$ cat src/rtl/core/sbpf_pkg.sv
// ----------------------------------------------------------------------------
// sbpf_pkg: servo bus packet framer package
// Shared constants, the framing command record and slot numbering.
// ----------------------------------------------------------------------------
`timescale 1ns / 1ps
`default_nettype none

package sbpf_pkg;

  // Default upper limit on the declared parameter count
  localparam int unsigned MaxParamsDefault = 26;

  // Sync byte and length offset of an instruction packet
  localparam logic [7:0] SyncByte = 8'hFF;
  localparam logic [7:0] LenExtra = 8'd2;

  // Depth of the command queue between front and back
  localparam int unsigned CmdQueueDepth = 2;

  // Byte slots of one command, in emission order
  localparam int unsigned NumSlots  = 7;
  localparam int unsigned SlotSync0 = 0;
  localparam int unsigned SlotSync1 = 1;
  localparam int unsigned SlotId    = 2;
  localparam int unsigned SlotLen   = 3;
  localparam int unsigned SlotInstr = 4;
  localparam int unsigned SlotParam = 5;
  localparam int unsigned SlotCks   = 6;

  // One classified input item, ready for emission
  typedef struct packed {
    logic       hdr;        // first item of a packet: emit header
    logic [7:0] dest_id;
    logic [7:0] len;
    logic [7:0] instr;
    logic       has_param;  // emit parameter byte
    logic [7:0] param;
    logic       last;       // emit checksum
    logic [7:0] cks;
  } sbpf_cmd_t;

endpackage

`default_nettype wire

$ cat src/rtl/core/sbpf_if.sv
// ----------------------------------------------------------------------------
// sbpf_if: framer channel interfaces
// Valid/ready channels for input items and framed output bytes.
// ----------------------------------------------------------------------------
`timescale 1ns / 1ps
`default_nettype none

interface sbpf_in_if;
  logic       valid;
  logic       ready;
  logic [7:0] dest_id;
  logic [7:0] instruction;
  logic [4:0] param_cnt;
  logic [7:0] param_byte;
  logic       last_item;

  modport source (
    output valid, dest_id, instruction, param_cnt, param_byte, last_item,
    input  ready
  );
  modport sink (
    input  valid, dest_id, instruction, param_cnt, param_byte, last_item,
    output ready
  );
endinterface

interface sbpf_out_if;
  logic       valid;
  logic       ready;
  logic [7:0] out_byte;
  logic       end_of_packet;

  modport source (output valid, out_byte, end_of_packet, input ready);
  modport sink   (input valid, out_byte, end_of_packet, output ready);
endinterface

`default_nettype wire

$ cat src/rtl/core/servo_bus_packet_framer.sv
// ----------------------------------------------------------------------------
// servo_bus_packet_framer: servo bus instruction packet framer
// Frames instruction packets (sync, id, length, instruction, parameters,
// checksum) from a stream of items, one output byte per transfer.
// ----------------------------------------------------------------------------
//  channel | dir | payload                                          | flow
//  in_i    | in  | dest_id, instruction, param_cnt, param_byte,     | valid/ready
//          |     | last_item                                        |
//  out_o   | out | out_byte, end_of_packet                          | valid/ready
//
//  The emitter sends one byte per cycle while out_o is not stalled. An item
//  yields up to 7 bytes (a header item at least 5, others maybe none), so the
//  unstalled non-last parameter items after a header go one item per cycle.
//  A two-entry command queue sits between classifier and emitter; input
//  stalls only when it is full. Output is registered and advances on each
//  transfer. Reset is asynchronous, active low, and closes any open packet.
// ----------------------------------------------------------------------------
`timescale 1ns / 1ps
`default_nettype none

module servo_bus_packet_framer #(
  parameter int unsigned MAX_PARAMS = sbpf_pkg::MaxParamsDefault
) (
  input  wire         clk_i,
  input  wire         rst_ni,
  sbpf_in_if.sink     in_i,
  sbpf_out_if.source  out_o
);

  sbpf_pkg::sbpf_cmd_t push_cmd;
  sbpf_pkg::sbpf_cmd_t head_cmd;
  logic push, pop, q_empty, q_full;

  sbpf_front #(
    .MAX_PARAMS(MAX_PARAMS)
  ) u_front (
    .clk_i   (clk_i),
    .rst_ni  (rst_ni),
    .in_i    (in_i),
    .q_full_i(q_full),
    .push_o  (push),
    .cmd_o   (push_cmd)
  );

  sbpf_cmd_fifo u_fifo (
    .clk_i  (clk_i),
    .rst_ni (rst_ni),
    .push_i (push),
    .cmd_i  (push_cmd),
    .pop_i  (pop),
    .head_o (head_cmd),
    .empty_o(q_empty),
    .full_o (q_full)
  );

  sbpf_back u_back (
    .clk_i  (clk_i),
    .rst_ni (rst_ni),
    .head_i (head_cmd),
    .empty_i(q_empty),
    .pop_o  (pop),
    .out_o  (out_o)
  );

endmodule

`default_nettype wire

$ cat src/rtl/core/sbpf_front.sv
// ----------------------------------------------------------------------------
// sbpf_front: item classifier
// Accepts input items, tracks packet state and the running checksum, and
// turns each item into one framing command.
// ----------------------------------------------------------------------------
`timescale 1ns / 1ps
`default_nettype none

module sbpf_front #(
  parameter int unsigned MAX_PARAMS = sbpf_pkg::MaxParamsDefault
) (
  input  wire              clk_i,
  input  wire              rst_ni,
  sbpf_in_if.sink          in_i,
  input  wire              q_full_i,
  output logic             push_o,
  output sbpf_pkg::sbpf_cmd_t cmd_o
);

  localparam logic [7:0] MaxCount = MAX_PARAMS[7:0];

  logic       in_packet_q, in_packet_d;
  logic [7:0] sum_q, sum_d;
  logic       has_params_q, has_params_d;

  logic       first;
  logic [7:0] sat_count;
  logic [7:0] len;
  logic [7:0] base;
  logic       hp;
  logic [7:0] sum_new;

  assign in_i.ready = !q_full_i;
  assign push_o     = in_i.valid && in_i.ready;

  // Classify the item and update the checksum sum
  always_comb begin
    first     = !in_packet_q;
    sat_count = ({3'b000, in_i.param_cnt} > MaxCount) ? MaxCount
                                                      : {3'b000, in_i.param_cnt};
    len       = sat_count + sbpf_pkg::LenExtra;
    base      = first ? (in_i.dest_id + len + in_i.instruction) : sum_q;
    hp        = first ? (sat_count != 8'd0) : has_params_q;
    sum_new   = base + (hp ? in_i.param_byte : 8'd0);

    cmd_o.hdr       = first;
    cmd_o.dest_id   = in_i.dest_id;
    cmd_o.len       = len;
    cmd_o.instr     = in_i.instruction;
    cmd_o.has_param = hp;
    cmd_o.param     = in_i.param_byte;
    cmd_o.last      = in_i.last_item;
    cmd_o.cks       = ~sum_new;

    in_packet_d  = in_packet_q;
    sum_d        = sum_q;
    has_params_d = has_params_q;
    if (push_o) begin
      if (in_i.last_item) begin
        in_packet_d  = 1'b0;
        sum_d        = 8'd0;
        has_params_d = 1'b0;
      end else begin
        in_packet_d  = 1'b1;
        sum_d        = sum_new;
        has_params_d = hp;
      end
    end
  end

  // Packet state
  always_ff @(posedge clk_i or negedge rst_ni) begin
    if (!rst_ni) begin
      in_packet_q  <= 1'b0;
      sum_q        <= 8'd0;
      has_params_q <= 1'b0;
    end else begin
      in_packet_q  <= in_packet_d;
      sum_q        <= sum_d;
      has_params_q <= has_params_d;
    end
  end

  // Outside a packet the sum and parameter flag are clear
  a_idle_clear: assert property (@(posedge clk_i) disable iff (!rst_ni)
    !in_packet_q |-> (sum_q == 8'd0 && !has_params_q))
    else $error("framer state not clear between packets");

  // A last item closes the packet
  a_last_closes: assert property (@(posedge clk_i) disable iff (!rst_ni)
    (push_o && in_i.last_item) |=> !in_packet_q)
    else $error("packet still open after last item");

endmodule

`default_nettype wire

$ cat src/rtl/core/sbpf_cmd_fifo.sv
// ----------------------------------------------------------------------------
// sbpf_cmd_fifo: command queue
// Short FIFO of framing commands between the classifier and the emitter.
// ----------------------------------------------------------------------------
`timescale 1ns / 1ps
`default_nettype none

module sbpf_cmd_fifo (
  input  wire                 clk_i,
  input  wire                 rst_ni,
  input  wire                 push_i,
  input  sbpf_pkg::sbpf_cmd_t cmd_i,
  input  wire                 pop_i,
  output sbpf_pkg::sbpf_cmd_t head_o,
  output logic                empty_o,
  output logic                full_o
);

  localparam int unsigned Depth  = sbpf_pkg::CmdQueueDepth;
  localparam int unsigned PtrW   = (Depth > 1) ? $clog2(Depth) : 1;
  localparam int unsigned CountW = $clog2(Depth + 1);

  sbpf_pkg::sbpf_cmd_t mem_q [Depth];
  logic [PtrW-1:0]   wr_ptr_q, rd_ptr_q;
  logic [CountW-1:0] count_q;

  assign empty_o = (count_q == CountW'(0));
  assign full_o  = (count_q == CountW'(Depth));
  assign head_o  = mem_q[rd_ptr_q];

  // Storage, written at the tail
  always_ff @(posedge clk_i) begin
    if (push_i) begin
      mem_q[wr_ptr_q] <= cmd_i;
    end
  end

  // Pointers and fill count
  always_ff @(posedge clk_i or negedge rst_ni) begin
    if (!rst_ni) begin
      wr_ptr_q <= '0;
      rd_ptr_q <= '0;
      count_q  <= '0;
    end else begin
      if (push_i) begin
        wr_ptr_q <= (wr_ptr_q == PtrW'(Depth - 1)) ? '0 : wr_ptr_q + 1'b1;
      end
      if (pop_i) begin
        rd_ptr_q <= (rd_ptr_q == PtrW'(Depth - 1)) ? '0 : rd_ptr_q + 1'b1;
      end
      if (push_i && !pop_i) begin
        count_q <= count_q + 1'b1;
      end else if (pop_i && !push_i) begin
        count_q <= count_q - 1'b1;
      end
    end
  end

  a_no_overflow: assert property (@(posedge clk_i) disable iff (!rst_ni)
    push_i |-> !full_o)
    else $error("command queue overflow");

  a_no_underflow: assert property (@(posedge clk_i) disable iff (!rst_ni)
    pop_i |-> !empty_o)
    else $error("command queue underflow");

endmodule

`default_nettype wire

$ cat src/rtl/core/sbpf_back.sv
// ----------------------------------------------------------------------------
// sbpf_back: byte emitter
// Walks the enabled byte slots of the head command, one byte per cycle
// while the output is not stalled, into a registered output stage.
// ----------------------------------------------------------------------------
`timescale 1ns / 1ps
`default_nettype none

module sbpf_back (
  input  wire                 clk_i,
  input  wire                 rst_ni,
  input  sbpf_pkg::sbpf_cmd_t head_i,
  input  wire                 empty_i,
  output logic                pop_o,
  sbpf_out_if.source          out_o
);

  localparam int unsigned N = sbpf_pkg::NumSlots;

  logic [N-1:0] rem_q, rem_d;
  logic         out_valid_q, out_valid_d;
  logic [7:0]   out_byte_q, out_byte_d;
  logic         eop_q, eop_d;

  logic [N-1:0] slot_en;
  logic [N-1:0] eff;
  logic [N-1:0] pick;
  logic [N-1:0] rest;
  logic [7:0]   slot_byte [N];
  logic [7:0]   sel_byte;
  logic         load_ok;

  // Slot bytes and enables of the head command
  always_comb begin
    slot_byte[sbpf_pkg::SlotSync0] = sbpf_pkg::SyncByte;
    slot_byte[sbpf_pkg::SlotSync1] = sbpf_pkg::SyncByte;
    slot_byte[sbpf_pkg::SlotId]    = head_i.dest_id;
    slot_byte[sbpf_pkg::SlotLen]   = head_i.len;
    slot_byte[sbpf_pkg::SlotInstr] = head_i.instr;
    slot_byte[sbpf_pkg::SlotParam] = head_i.param;
    slot_byte[sbpf_pkg::SlotCks]   = head_i.cks;

    slot_en = '0;
    slot_en[sbpf_pkg::SlotSync0] = head_i.hdr;
    slot_en[sbpf_pkg::SlotSync1] = head_i.hdr;
    slot_en[sbpf_pkg::SlotId]    = head_i.hdr;
    slot_en[sbpf_pkg::SlotLen]   = head_i.hdr;
    slot_en[sbpf_pkg::SlotInstr] = head_i.hdr;
    slot_en[sbpf_pkg::SlotParam] = head_i.has_param;
    slot_en[sbpf_pkg::SlotCks]   = head_i.last;
  end

  // Pick the lowest pending slot and step through the command
  always_comb begin
    eff      = empty_i ? '0 : (slot_en & rem_q);
    pick     = eff & (~eff + 1'b1);
    rest     = eff & ~pick;
    load_ok  = !out_valid_q || out_o.ready;

    sel_byte = 8'd0;
    for (int i = 0; i < N; i++) begin
      sel_byte = sel_byte | (pick[i] ? slot_byte[i] : 8'd0);
    end

    rem_d       = rem_q;
    pop_o       = 1'b0;
    out_valid_d = out_valid_q && !out_o.ready;
    out_byte_d  = out_byte_q;
    eop_d       = eop_q;

    if (!empty_i && eff == '0) begin
      // command with nothing to send
      pop_o = 1'b1;
      rem_d = '1;
    end else if (eff != '0 && load_ok) begin
      out_valid_d = 1'b1;
      out_byte_d  = sel_byte;
      eop_d       = pick[sbpf_pkg::SlotCks];
      if (rest == '0) begin
        pop_o = 1'b1;
        rem_d = '1;
      end else begin
        rem_d = rest;
      end
    end
  end

  // Control registers
  always_ff @(posedge clk_i or negedge rst_ni) begin
    if (!rst_ni) begin
      rem_q       <= '1;
      out_valid_q <= 1'b0;
    end else begin
      rem_q       <= rem_d;
      out_valid_q <= out_valid_d;
    end
  end

  // Output payload
  always_ff @(posedge clk_i) begin
    out_byte_q <= out_byte_d;
    eop_q      <= eop_d;
  end

  assign out_o.valid         = out_valid_q;
  assign out_o.out_byte      = out_byte_q;
  assign out_o.end_of_packet = eop_q;

  a_rem_nonzero: assert property (@(posedge clk_i) disable iff (!rst_ni)
    rem_q != '0)
    else $error("slot walk lost its position");

endmodule

`default_nettype wire
$ cat src/flat_wrapper.sv
// flat-port wrapper written by rule: the top's interface ports become plain ports
module servo_bus_packet_framer_flat 
#(
  parameter int unsigned MAX_PARAMS = sbpf_pkg::MaxParamsDefault
)
  (clk_i, rst_ni, in_i_valid, in_i_dest_id, in_i_instruction, in_i_param_cnt, in_i_param_byte, in_i_last_item, in_i_ready, out_o_valid, out_o_out_byte, out_o_end_of_packet, out_o_ready);
  sbpf_in_if in_i_i ();
  sbpf_out_if out_o_i ();
  input  wire clk_i;
  input  wire rst_ni;
  input wire logic [$bits(in_i_i.valid)-1:0] in_i_valid;
  input wire logic [$bits(in_i_i.dest_id)-1:0] in_i_dest_id;
  input wire logic [$bits(in_i_i.instruction)-1:0] in_i_instruction;
  input wire logic [$bits(in_i_i.param_cnt)-1:0] in_i_param_cnt;
  input wire logic [$bits(in_i_i.param_byte)-1:0] in_i_param_byte;
  input wire logic [$bits(in_i_i.last_item)-1:0] in_i_last_item;
  output wire logic [$bits(in_i_i.ready)-1:0] in_i_ready;
  output wire logic [$bits(out_o_i.valid)-1:0] out_o_valid;
  output wire logic [$bits(out_o_i.out_byte)-1:0] out_o_out_byte;
  output wire logic [$bits(out_o_i.end_of_packet)-1:0] out_o_end_of_packet;
  input wire logic [$bits(out_o_i.ready)-1:0] out_o_ready;
  assign in_i_i.valid = in_i_valid;
  assign in_i_i.dest_id = in_i_dest_id;
  assign in_i_i.instruction = in_i_instruction;
  assign in_i_i.param_cnt = in_i_param_cnt;
  assign in_i_i.param_byte = in_i_param_byte;
  assign in_i_i.last_item = in_i_last_item;
  assign in_i_ready = in_i_i.ready;
  assign out_o_valid = out_o_i.valid;
  assign out_o_out_byte = out_o_i.out_byte;
  assign out_o_end_of_packet = out_o_i.end_of_packet;
  assign out_o_i.ready = out_o_ready;
  servo_bus_packet_framer #(.MAX_PARAMS(MAX_PARAMS)) u_core (.clk_i(clk_i), .rst_ni(rst_ni), .in_i(in_i_i), .out_o(out_o_i));
endmodule
$ cat config.mk
export PLATFORM = sky130hd
export DESIGN_NAME = servo_bus_packet_framer_flat
export DESIGN_NICKNAME = d
export VERILOG_FILES = /design/src/rtl/core/sbpf_pkg.sv /design/src/rtl/core/sbpf_if.sv /design/src/rtl/core/servo_bus_packet_framer.sv /design/src/rtl/core/sbpf_front.sv /design/src/rtl/core/sbpf_cmd_fifo.sv /design/src/rtl/core/sbpf_back.sv /design/src/flat_wrapper.sv
export SDC_FILE = /design/constraint.sdc
export NUM_CORES = 1
export LEC_CHECK = 0
export CORE_UTILIZATION = 40
export CTS_CLUSTER_SIZE = 30
export DETAILED_ROUTE_END_ITERATION = 10
export DONT_BUFFER_PORTS = 1
export PLACE_DENSITY = 0.61
export SLEW_MARGIN = 10
export SYNTH_ARGS = -nofsm -noshare
export SYNTH_HDL_FRONTEND = slang
export SYNTH_SLANG_ARGS = --single-unit
$ cat constraint.sdc
create_clock -name clk_i -period 3.1 [get_ports clk_i]
set_input_delay 0.31 -clock clk_i [delete_from_list [all_inputs] [get_ports clk_i]]
set_output_delay 0.31 -clock clk_i [all_outputs]
set_load 0.01 [all_outputs]
Word-level counts from Yosys, hierarchy flattened
Memory sizes are Yosys's and may differ from the RTL's.
Cells that the tools add are included.

storage, ports and cells
  flip-flop bits (word level) = 31
  memory bits (writable) = 82
  input bits = 34
  output and inout port bits = 11
  memories = 1

cells by class
  add/subtract/negate cells = 9
  magnitude comparators = 1
  eq/ne operators = 1
  mux-type cells = 29
  bitwise operators = 13
  reductions and logical operators = 22

memories
  memory               words  width  rd ports  clocked after memory_dff  wr ports  line                 text
  u_core.u_fifo.mem_q  2      41     1         0                         1         sbpf_cmd_fifo.sv:23  sbpf_pkg::sbpf_cmd_t mem_q [Depth];

operators with widths
  cell                                                           count
  8-bit 2-to-1 mux                                               10
  8-bit OR                                                       6
  7-bit 2-to-1 mux                                               4
  7-bit AND                                                      3
  8-bit adder                                                    2
  7-bit zero test                                                2
  7-bit inverter                                                 2
  1-bit 2-to-1 mux                                               12
  8-bit by 6-bit adder with 8-bit output                         1
  8-bit inverter                                                 1
  8-bit nonzero test                                             1
  7-bit by 1-bit adder with 7-bit output, second input constant  1
  1-bit zero test                                                7
  7-bit nonzero test                                             1
  5-bit by 2-bit adder with 6-bit output, second input constant  1
  1-bit logical AND                                              6
  5-bit greater-than comparator, second input constant           1
  5-bit 2-to-1 mux                                               1
  2-bit 2-to-1 mux                                               2
  2-bit nonzero test                                             2
  1-bit adder, second input constant                             2
  2-bit by 1-bit adder with 2-bit output, second input constant  1
  2-bit equality test, second input constant                     1
  2-bit zero test                                                1
  other kinds (4)                                                4

Depth between registers and ports, before layout
Gate-level depths: netlist (run 1).
An unclocked memory read counts as a cell.

  depth in word-level cells = 15
  gate-level depth with buffers = 19
  depth with buffers taken out = 19

Hierarchy
From an unflattened synthesis (run 1), not the netlist that was laid out.

unflattened totals
  cell total of the unflattened synthesis = 435
  area, all modules = 6045.8 µm²

by module, submodules not included
  module         instances  cells an instance  area an instance (µm²)  sequential area each (µm²)
  sbpf_cmd_fifo  1          150                3490.8                  2682.6
  sbpf_front     1          177                1511.4                  250.2
  sbpf_back      1          108                1043.5                  479.2

Least setup slack after synthesis (run 1)
OpenSTA, ideal clock, no wires.

  path kind = in2reg
  start point = in in_i_param_cnt[2]
  end point = reg u_core.u_front.sum_q[7]
  setup time = 0.071 ns
  data arrival time = 3.574 ns
  setup slack = -0.544 ns
  cell stages on the path = 18
  path buffers = 0
  cells stage by stage = a31oi_1 > inv_1 > fa_1 > inv_1 > ha_1 > inv_1 > fa_1 > nand2b_1 > nand2b_1 > a21oi_1 > xor2_1 > o21ai_0 > ha_1 > or4_1 > o21ai_0 > a31oi_1 > or4b_1 > nand4_1

between the ends
  longest elaborated chain between the ends = 8
  elaborated cells between the ends (all ways) = 11

RTL lines
  what                                    line                text
  start, declared                         flat_wrapper.sv:14  input wire logic [$bits(in_i_i.param_cnt)-1:0] in_i_param_cnt;
  5-bit greater-than comparator           sbpf_front.sv:39    sat_count = ({3'b000, in_i.param_cnt} > MaxCount) ? MaxCount
  5-bit 2-to-1 mux *                      sbpf_front.sv:39
  5-bit by 2-bit adder with 6-bit output  sbpf_front.sv:41    len = sat_count + sbpf_pkg::LenExtra;
  8-bit by 6-bit adder with 8-bit output  sbpf_front.sv:42    base = first ? (in_i.dest_id + len + in_i.instruction) : sum_q;
  8-bit adder                             sbpf_front.sv:42
  8-bit 2-to-1 mux                        sbpf_front.sv:42
  8-bit adder *                           sbpf_front.sv:44    sum_new = base + (hp ? in_i.param_byte : 8'd0);
  8-bit 2-to-1 mux *                      sbpf_front.sv:59    if (in_i.last_item) begin
  end signal, assigned                    sbpf_front.sv:79    sum_q <= sum_d;
  end, declared                           sbpf_front.sv:23    logic [7:0] sum_q, sum_d;

Mark *: on every way between the ends. The rest lies on a longest branch, timed or not.
A chain may end at the register's enable or synchronous reset.

==> out/metrics.csv, run 1 <==
metric,value,unit
run status,"complete, but fails checks",
violations in the final reports,setup timing,
Die Width,119,microns
classification of the worst-slack hold path,input pin to flip-flop,
starting utilization of the core area,0.413,
Yosys Warn Count,0,
largest net degree at the start of global routing,42,
final global-route overflow total,0,
data required time of the critical path,3250,ps
top cells by area in the synthesized netlist,"sky130_fd_sc_hd__edfxtp_1 50%, sky130_fd_sc_hd__dfrtp_1 6.8%, sky130_fd_sc_hd__nand2_1 4.1%",
TritonCTS clock tree,built,
diode count,0,
proportion of synthesized chip area in sequential cells,0.597,
nature of the critical path startpoint,input pin,
antenna-violating nets left,0,
placed wire-length estimate,9040,microns
vias post-DR,3835,
final cycle utilization of the critical path,1.02,
max_cap viols,0,
post-synthesis cell type with the largest combined area,sky130_fd_sc_hd__edfxtp_1,
Worst IR Drop VDD,0.000462,V
root cell of the clock tree,sky130_fd_sc_hd__clkbuf_16,
most repeated cell in the gate-level netlist after synthesis,sky130_fd_sc_hd__edfxtp_1,
Final Slew Violations,0,
type of destination of the critical path,flip-flop,
power per standard cell area,1070,nW/um^2
number of global-route vias before repair,3731,
num ports,45,
leakage power of the design,2.67,nW
post-synthesis cell count,442,
iteration count of the initial detailed-routing pass,5,
count of buffers from port buffering,0,
final critical path time including I/O delays and setup,3170,ps
routed len/inst,18.9,microns
Post-synth EDFFs,91,
clock skew after layout,8.99,ps
hold_ws,125,ps
setup repair after global routing missed its margin,yes,
Iter 0 DRT Violations,383,
clock latency of the later-clocked register in the worst-skew pair,410,ps
"flops & latches, synth",113,
Synth async-reset ratio,0.195,
share of final-layout standard cells stronger than drive strength 1,0.234,
Inserted Clock Buffers,17,
area growth from synthesis to layout,26.4,%
final hold viol count,0,
count of distinct cell types in the synthesized netlist,63,
Main synth FF type,sky130_fd_sc_hd__edfxtp_1,
Die Span Y,119,microns
Design Power,7.46,mW
global-route wire length before repair,20400,microns
GRT Total Usage,0.198,
Fmax achieved,316,MHz
"Clk pin slew, worst setup/hold paths",50,ps
Final setup viols,3,
CP Max Fanout,5,
# nets final,574,
Total Routed Length,13300,microns
number of H-tree levels,4,
Placer Congestion,0.894,
type of the worst setup path,input pin to flip-flop,
post-synth design cell area,5520,sq um
number of clock sinks,113,
critical path data arrival time,3320,ps
worst slew pin tran,1120,ps
instance count after placement with tap cells included,644,
Max-Slew Margin vs Limit,0.251,
accumulated negative setup slack,-188,ps
placeable core area,13300,sq um
antenna violations before repair,0,
share of the synthesized area in the top cell type,0.495,
post-detailed-route DRC marker count,0,
dpl ws,-489,ps
most instantiated cells after synthesis,"91 x sky130_fd_sc_hd__edfxtp_1, 61 x sky130_fd_sc_hd__nand2_1, 39 x sky130_fd_sc_hd__o21ai_0",
area of the die,14300,sq um
synthesized area per cell,12.5,sq um
Setup WS post-layout,-66.1,ps
"number of standard cells in the layout, taps in and fillers out",706,
Avg Vias per Cell,5.43,
maximum number of buffers from clock root to sink,2,
number of core rows,42,
per-layer routing:
layer | vias up | global-route usage | share of wire
li1 | 1788 | - | -
met1 | 1885 | 0.249 | 0.42
met2 | 128 | 0.305 | 0.47
met3 | 34 | 0.0599 | 0.064
met4 | 0 | 0.110 | 0.040
met5 | - | 0 | 0
flip-flops by register name, indices dropped and copies added, names as in the netlist:
register,flops
u_core.u_fifo.count_q,2
u_core.u_back.out_o.out_byte,8
u_core.u_front.has_params_q,1
u_core.u_back.out_o.valid,1
u_core.u_fifo.wr_ptr_q,1
u_core.u_back.rem_q,7
u_core.u_fifo.mem_q,82
u_core.u_back.out_o.end_of_packet,1
u_core.u_front.sum_q,8
u_core.u_fifo.rd_ptr_q,1
u_core.u_front.in_packet_q,1
per-stage QoR:
stage	util	cell area, sq um
final	0.523	6980
after global routing	0.523	6980
after CTS	0.516	6880
after detailed placement	0.452	6040
after global placement	0.452	6040
after floorplan	-	5600
logic make-up after synthesis:
family / count (synthesis) / synth area share
xor gates and xnor gates: 18 / 0.0299
and+or+nand+nor: 122 / 0.109
DFF: 113 / 0.597
AOI/OAI and AO/OA: 104 / 0.121
buffers and inverters: 34 / 0.0279
adders and majority gates: 24 / 0.0649
muxes: 26 / 0.0497
other: 1 / 0.000680
power breakdown:
group	total (mW)	switching [mW]	internal, mW	leakage [nW]
sequential	2.71	0.311	2.39	1.11
combinational	2.95	1.70	1.26	1.29
clock	1.81	0.628	1.18	0.274
total	7.46	2.64	4.83	2.67
final timing paths:
check / startpoint / endpoint / slack [ps] / cells after the start
max: in_i_param_cnt[1] / u_core.u_fifo.mem_q[0][7]$_DFFE_PP_ / -70 / 17
min: in_i_last_item / u_core.u_front.sum_q[6]$_DFFE_PN0P_ / 130 / 2
max reg2reg: u_core.u_front.in_packet_q$_DFFE_PN0P_ / u_core.u_fifo.mem_q[0][6]$_DFFE_PP_ / 170 / 13
min reg2reg: u_core.u_front.sum_q[0]$_DFFE_PN0P_ / u_core.u_front.sum_q[0]$_DFFE_PN0P_ / 480 / 2
max in group asynchronous: rst_ni / u_core.u_front.sum_q[7]$_DFFE_PN0P_ / 1850 / 1
min in group asynchronous: rst_ni / u_core.u_back.out_o.valid$_DFF_PN0_ / 560 / 1
layout by cell type, fill, tap and decap left out, types with 7 or more instances in the layout:
| cell | instances |
|---|---|
| sky130_fd_sc_hd__a221oi_1 | 12 |
| sky130_fd_sc_hd__dlygate4sd3_1 | 26 |
| sky130_fd_sc_hd__mux2i_1 | 18 |
| sky130_fd_sc_hd__o21ai_0 | 35 |
| sky130_fd_sc_hd__ha_1 | 11 |
| sky130_fd_sc_hd__nand2_1 | 60 |
| sky130_fd_sc_hd__edfxtp_1 | 91 |
| sky130_fd_sc_hd__dfrtp_1 | 15 |
| sky130_fd_sc_hd__dfstp_2 | 7 |
| sky130_fd_sc_hd__clkbuf_16 | 17 |
| sky130_fd_sc_hd__nor2_1 | 16 |
| sky130_fd_sc_hd__a21oi_1 | 15 |
| sky130_fd_sc_hd__and2_1 | 9 |
| sky130_fd_sc_hd__mux2_2 | 7 |
| sky130_fd_sc_hd__buf_4 | 43 |
| sky130_fd_sc_hd__xor2_1 | 8 |
| sky130_fd_sc_hd__fa_1 | 7 |
| sky130_fd_sc_hd__inv_1 | 16 |
repair_timing:
action | 4_1_cts | 5_1_grt
pin swaps | 5 | 10
resized for setup | 5 | 13
cloned | 0 | 0
buffers inserted | 0 | 4
endpoints found under the setup margin | 1 | 9
endpoints found under the hold margin | 75 | 0
hold buffers | 26 | 0
worst max-delay path: stages:
cell and delay (ps):
sky130_fd_sc_hd__nand2_8 40, sky130_fd_sc_hd__a21oi_4 120, sky130_fd_sc_hd__nor2_4 60, sky130_fd_sc_hd__fa_1 470, sky130_fd_sc_hd__ha_1 280, sky130_fd_sc_hd__a21o_1 160
sky130_fd_sc_hd__a21oi_2 150, sky130_fd_sc_hd__buf_4 130, sky130_fd_sc_hd__xnor2_1 100, sky130_fd_sc_hd__o21ai_0 110, sky130_fd_sc_hd__ha_1 310, sky130_fd_sc_hd__or4_4 530
sky130_fd_sc_hd__o21ai_2 80, sky130_fd_sc_hd__a31oi_2 60, sky130_fd_sc_hd__buf_4 160, sky130_fd_sc_hd__buf_6 110, sky130_fd_sc_hd__xnor2_2 120
layout make-up:
class | instances | area [sq um]
fill | 1155 | 6370
sequential | 113 | 3290
multi-input combinational | 297 | 2250
timing repair buffer | 70 | 594
clock buffer | 26 | 499
tap | 176 | 220
inverter | 18 | 67.6
clock inverter | 6 | 57.6
Power figures use the tool's default switching activity.
==> run 2: changes to the inputs <==
--- a/config.mk
+++ b/config.mk
@@ -9,7 +9,7 @@
 export CTS_CLUSTER_SIZE = 30
 export DETAILED_ROUTE_END_ITERATION = 10
 export DONT_BUFFER_PORTS = 1
-export PLACE_DENSITY = 0.61
+export PLACE_DENSITY = 0.64
 export SLEW_MARGIN = 10
 export SYNTH_ARGS = -nofsm -noshare
 export SYNTH_HDL_FRONTEND = slang
==> out/metrics.csv, run 2 (synthesized netlist as in run 1, its figures left out) <==
metric,value,unit,change
vias post-DR,3863,,was 3835
diode count,0,,unchanged
worst slew pin tran,1000,ps,was 1120 ps
share of final-layout standard cells stronger than drive strength 1,0.234,,about the same
Inserted Clock Buffers,17,,unchanged
filler cell count in the final layout,1137,,was 1155
max_cap viols,0,,unchanged
maximum number of buffers from clock root to sink,2,,unchanged
data required time of the critical path,3450,ps,was 3250 ps
final hold viol count,0,,unchanged
Worst Hold Endpoint,u_core.u_front.sum_q[6]$_DFFE_PN0P_,,unchanged
Max-Slew Margin vs Limit,0.330,,was 0.251
accumulated negative setup slack,-199,ps,was -188 ps
FF-to-FF Start,u_core.u_front.in_packet_q$_DFFE_PN0P_,,unchanged
setup repair after global routing missed its margin,yes,,unchanged
violations in the final reports,setup timing,,unchanged
Placer Congestion,0.910,,was 0.894
Fmax achieved,313,MHz,was 316 MHz
power per standard cell area,1090,nW/um^2,was 1070 nW/um^2
met2 layer usage reported by global route,0.339,,was 0.305
"commonest cells after routing, fill and taps aside","91 x sky130_fd_sc_hd__edfxtp_1, 60 x sky130_fd_sc_hd__nand2_1, 39 x sky130_fd_sc_hd__buf_4",,"was 91 x sky130_fd_sc_hd__edfxtp_1, 60 x sky130_fd_sc_hd__nand2_1, 43 x sky130_fd_sc_hd__buf_4"
Avg Vias per Cell,5.50,,was 5.43
most frequent standard cell in the layout excluding fill and tap cells,sky130_fd_sc_hd__edfxtp_1,,unchanged
r2r endpoint,u_core.u_fifo.mem_q[0][6]$_DFFE_PP_,,unchanged
count of buffers from port buffering,0,,unchanged
critical path data arrival time,3540,ps,was 3320 ps
number of H-tree levels,4,,unchanged
classification of the worst-slack hold path,input pin to flip-flop,,unchanged
Final setup viols,5,,was 3
routed len/inst,19.3,microns,was 18.9 microns
largest reg by FF count,u_core.u_fifo.mem_q,,unchanged
starting utilization of the core area,0.413,,unchanged
nature of the critical path startpoint,input pin,,unchanged
GRT Total Usage,0.203,,was 0.198
met1 usage,0.250,,was 0.249
global-route wire length before repair,21400,microns,was 20400 microns
"number of standard cells in the layout, taps in and fillers out",702,,was 706
largest net degree at the start of global routing,42,,unchanged
final critical path time including I/O delays and setup,3190,ps,was 3170 ps
# nets final,570,,was 574
Largest register FFs,82,,unchanged
number of core rows,42,,unchanged
dpl ws,-556,ps,was -489 ps
final cycle utilization of the critical path,1.03,,was 1.02
instance count after placement with tap cells included,641,,was 644
Worst Hold Depth,2,,unchanged
leakage power of the design,2.67,nW,about the same
TritonCTS clock tree,built,,unchanged
CP Max Fanout,6,,was 5
clock latency of the later-clocked register in the worst-skew pair,420,ps,was 410 ps
Die Span Y,119,microns,unchanged
number of clock sinks,113,,unchanged
type of destination of the critical path,flip-flop,,unchanged
register-to-register path setup slack,-50,ps,was 170 ps
num ports,45,,unchanged
clock skew after layout,5.64,ps,was 8.99 ps
final global-route overflow total,0,,unchanged
"Clk pin slew, worst setup/hold paths",50,ps,about the same
iteration count of the initial detailed-routing pass,7,,was 5
placed wire-length estimate,9090,microns,was 9040 microns
antenna-violating nets left,0,,unchanged
most crowded layer after global routing,met2,,unchanged
area growth from synthesis to layout,26.8,%,was 26.4%
Die Width,119,microns,unchanged
Setup WS post-layout,-94.8,ps,was -66.1 ps
length in cells of the worst reg-to-reg path,12,,was 13
run status,"complete, but fails checks",,unchanged
antenna violations before repair,0,,unchanged
HP Start,in_i_last_item,,unchanged
root cell of the clock tree,sky130_fd_sc_hd__clkbuf_16,,unchanged
post-detailed-route DRC marker count,0,,unchanged
Final Slew Violations,0,,unchanged
Total Routed Length,13600,microns,was 13300 microns
met3 track demand over resource,0.0556,,was 0.0599
Worst IR Drop VDD,0.000481,V,was 0.000462 V
number of global-route vias before repair,3934,,was 3731
type of the worst setup path,input pin to flip-flop,,unchanged
Iter 0 DRT Violations,351,,was 383
area of the die,14300,sq um,unchanged
placeable core area,13300,sq um,unchanged
-- run 2: cell types whose count changed in the layout (fill, tap and decap cells not counted), moves of 2 or more --
cell	before	now
sky130_fd_sc_hd__buf_4	43	39
sky130_fd_sc_hd__clkinv_2	4	1
sky130_fd_sc_hd__nor3_2	0	2
sky130_fd_sc_hd__nor3_1	3	1
sky130_fd_sc_hd__a21oi_2	5	7
sky130_fd_sc_hd__clkbuf_8	4	7
-- run 2: cell type report --
class,count,area (sq um),area share
Clock buffer,28,537,0.0767
Multi-Input combinational cell,297,2240,0.320
Sequential cell,113,3290,0.470
Tap cell,176,220,0.0315
Clock inverter,4,68.8,0.00984
Timing Repair Buffer,66,573,0.0819
Inverter,18,67.6,0.00966
-- run 2: power by group --
part | switching (mW) | leakage [nW] | internal [mW]
registers | 0.325 | 1.11 | 2.39
clock network | 0.642 | 0.298 | 1.33
logic | 1.68 | 1.27 | 1.23
total | 2.65 | 2.67 | 4.95
-- run 2: what timing repair did --
item,in CTS,in global routing
hold endpoints to repair,75,0
buffers inserted,0,2
endpoints found under the setup margin,5,9
pin swaps,3,13
gates resized for setup,3,15
hold buffers,27,0
-- run 2: worst max path at each step --
stage / start / to / slack (ps)
after detailed placement: in_i_param_cnt[1] / u_core.u_front.sum_q[7]$_DFFE_PN0P_ / -560
final: in_i_param_cnt[4] / u_core.u_front.sum_q[7]$_DFFE_PN0P_ / -90
after global routing: in_i_param_cnt[4] / u_core.u_front.sum_q[7]$_DFFE_PN0P_ / -210
after floorplan: in_i_param_cnt[4] / u_core.u_front.sum_q[7]$_DFFE_PN0P_ / -340
after CTS: in_i_param_cnt[4] / u_core.u_front.sum_q[7]$_DFFE_PN0P_ / -80
after global placement: in_i_param_cnt[1] / u_core.u_front.sum_q[7]$_DFFE_PN0P_ / -430
-- run 2: per-stage QoR --
step                instance area (sq um)  hold slack, ps  power, mW   util
finish                               7000             107       7.60  0.524
global route                         7000             135       8.02  0.524
CTS                                  6920            91.7       7.49  0.518
detailed placement                   6020            15.0       5.45  0.451
global placement                     6020            14.9       5.36  0.451
floorplan                            5600            14.4       4.57      -
-- run 2: layer usage --
layer,routed length (microns),part of all wire
met1,5730,0.42
met2,6770,0.50
met3,759,0.056
met4,308,0.023
met5,0,0
-- run 2: critical path: stages --
cell,delay [ps]
sky130_fd_sc_hd__a31oi_4,170
sky130_fd_sc_hd__inv_2,50
sky130_fd_sc_hd__fa_1,480
sky130_fd_sc_hd__inv_2,80
sky130_fd_sc_hd__ha_4,130
sky130_fd_sc_hd__inv_2,40
sky130_fd_sc_hd__fa_2,350
sky130_fd_sc_hd__nand2b_4,160
sky130_fd_sc_hd__nand2b_4,60
sky130_fd_sc_hd__a21oi_2,50
sky130_fd_sc_hd__xor2_1,140
sky130_fd_sc_hd__o21ai_1,100
sky130_fd_sc_hd__ha_2,200
sky130_fd_sc_hd__or4_4,500
sky130_fd_sc_hd__o21ai_4,70
sky130_fd_sc_hd__a31oi_2,60
sky130_fd_sc_hd__or4b_1,510
sky130_fd_sc_hd__nand4_1,90
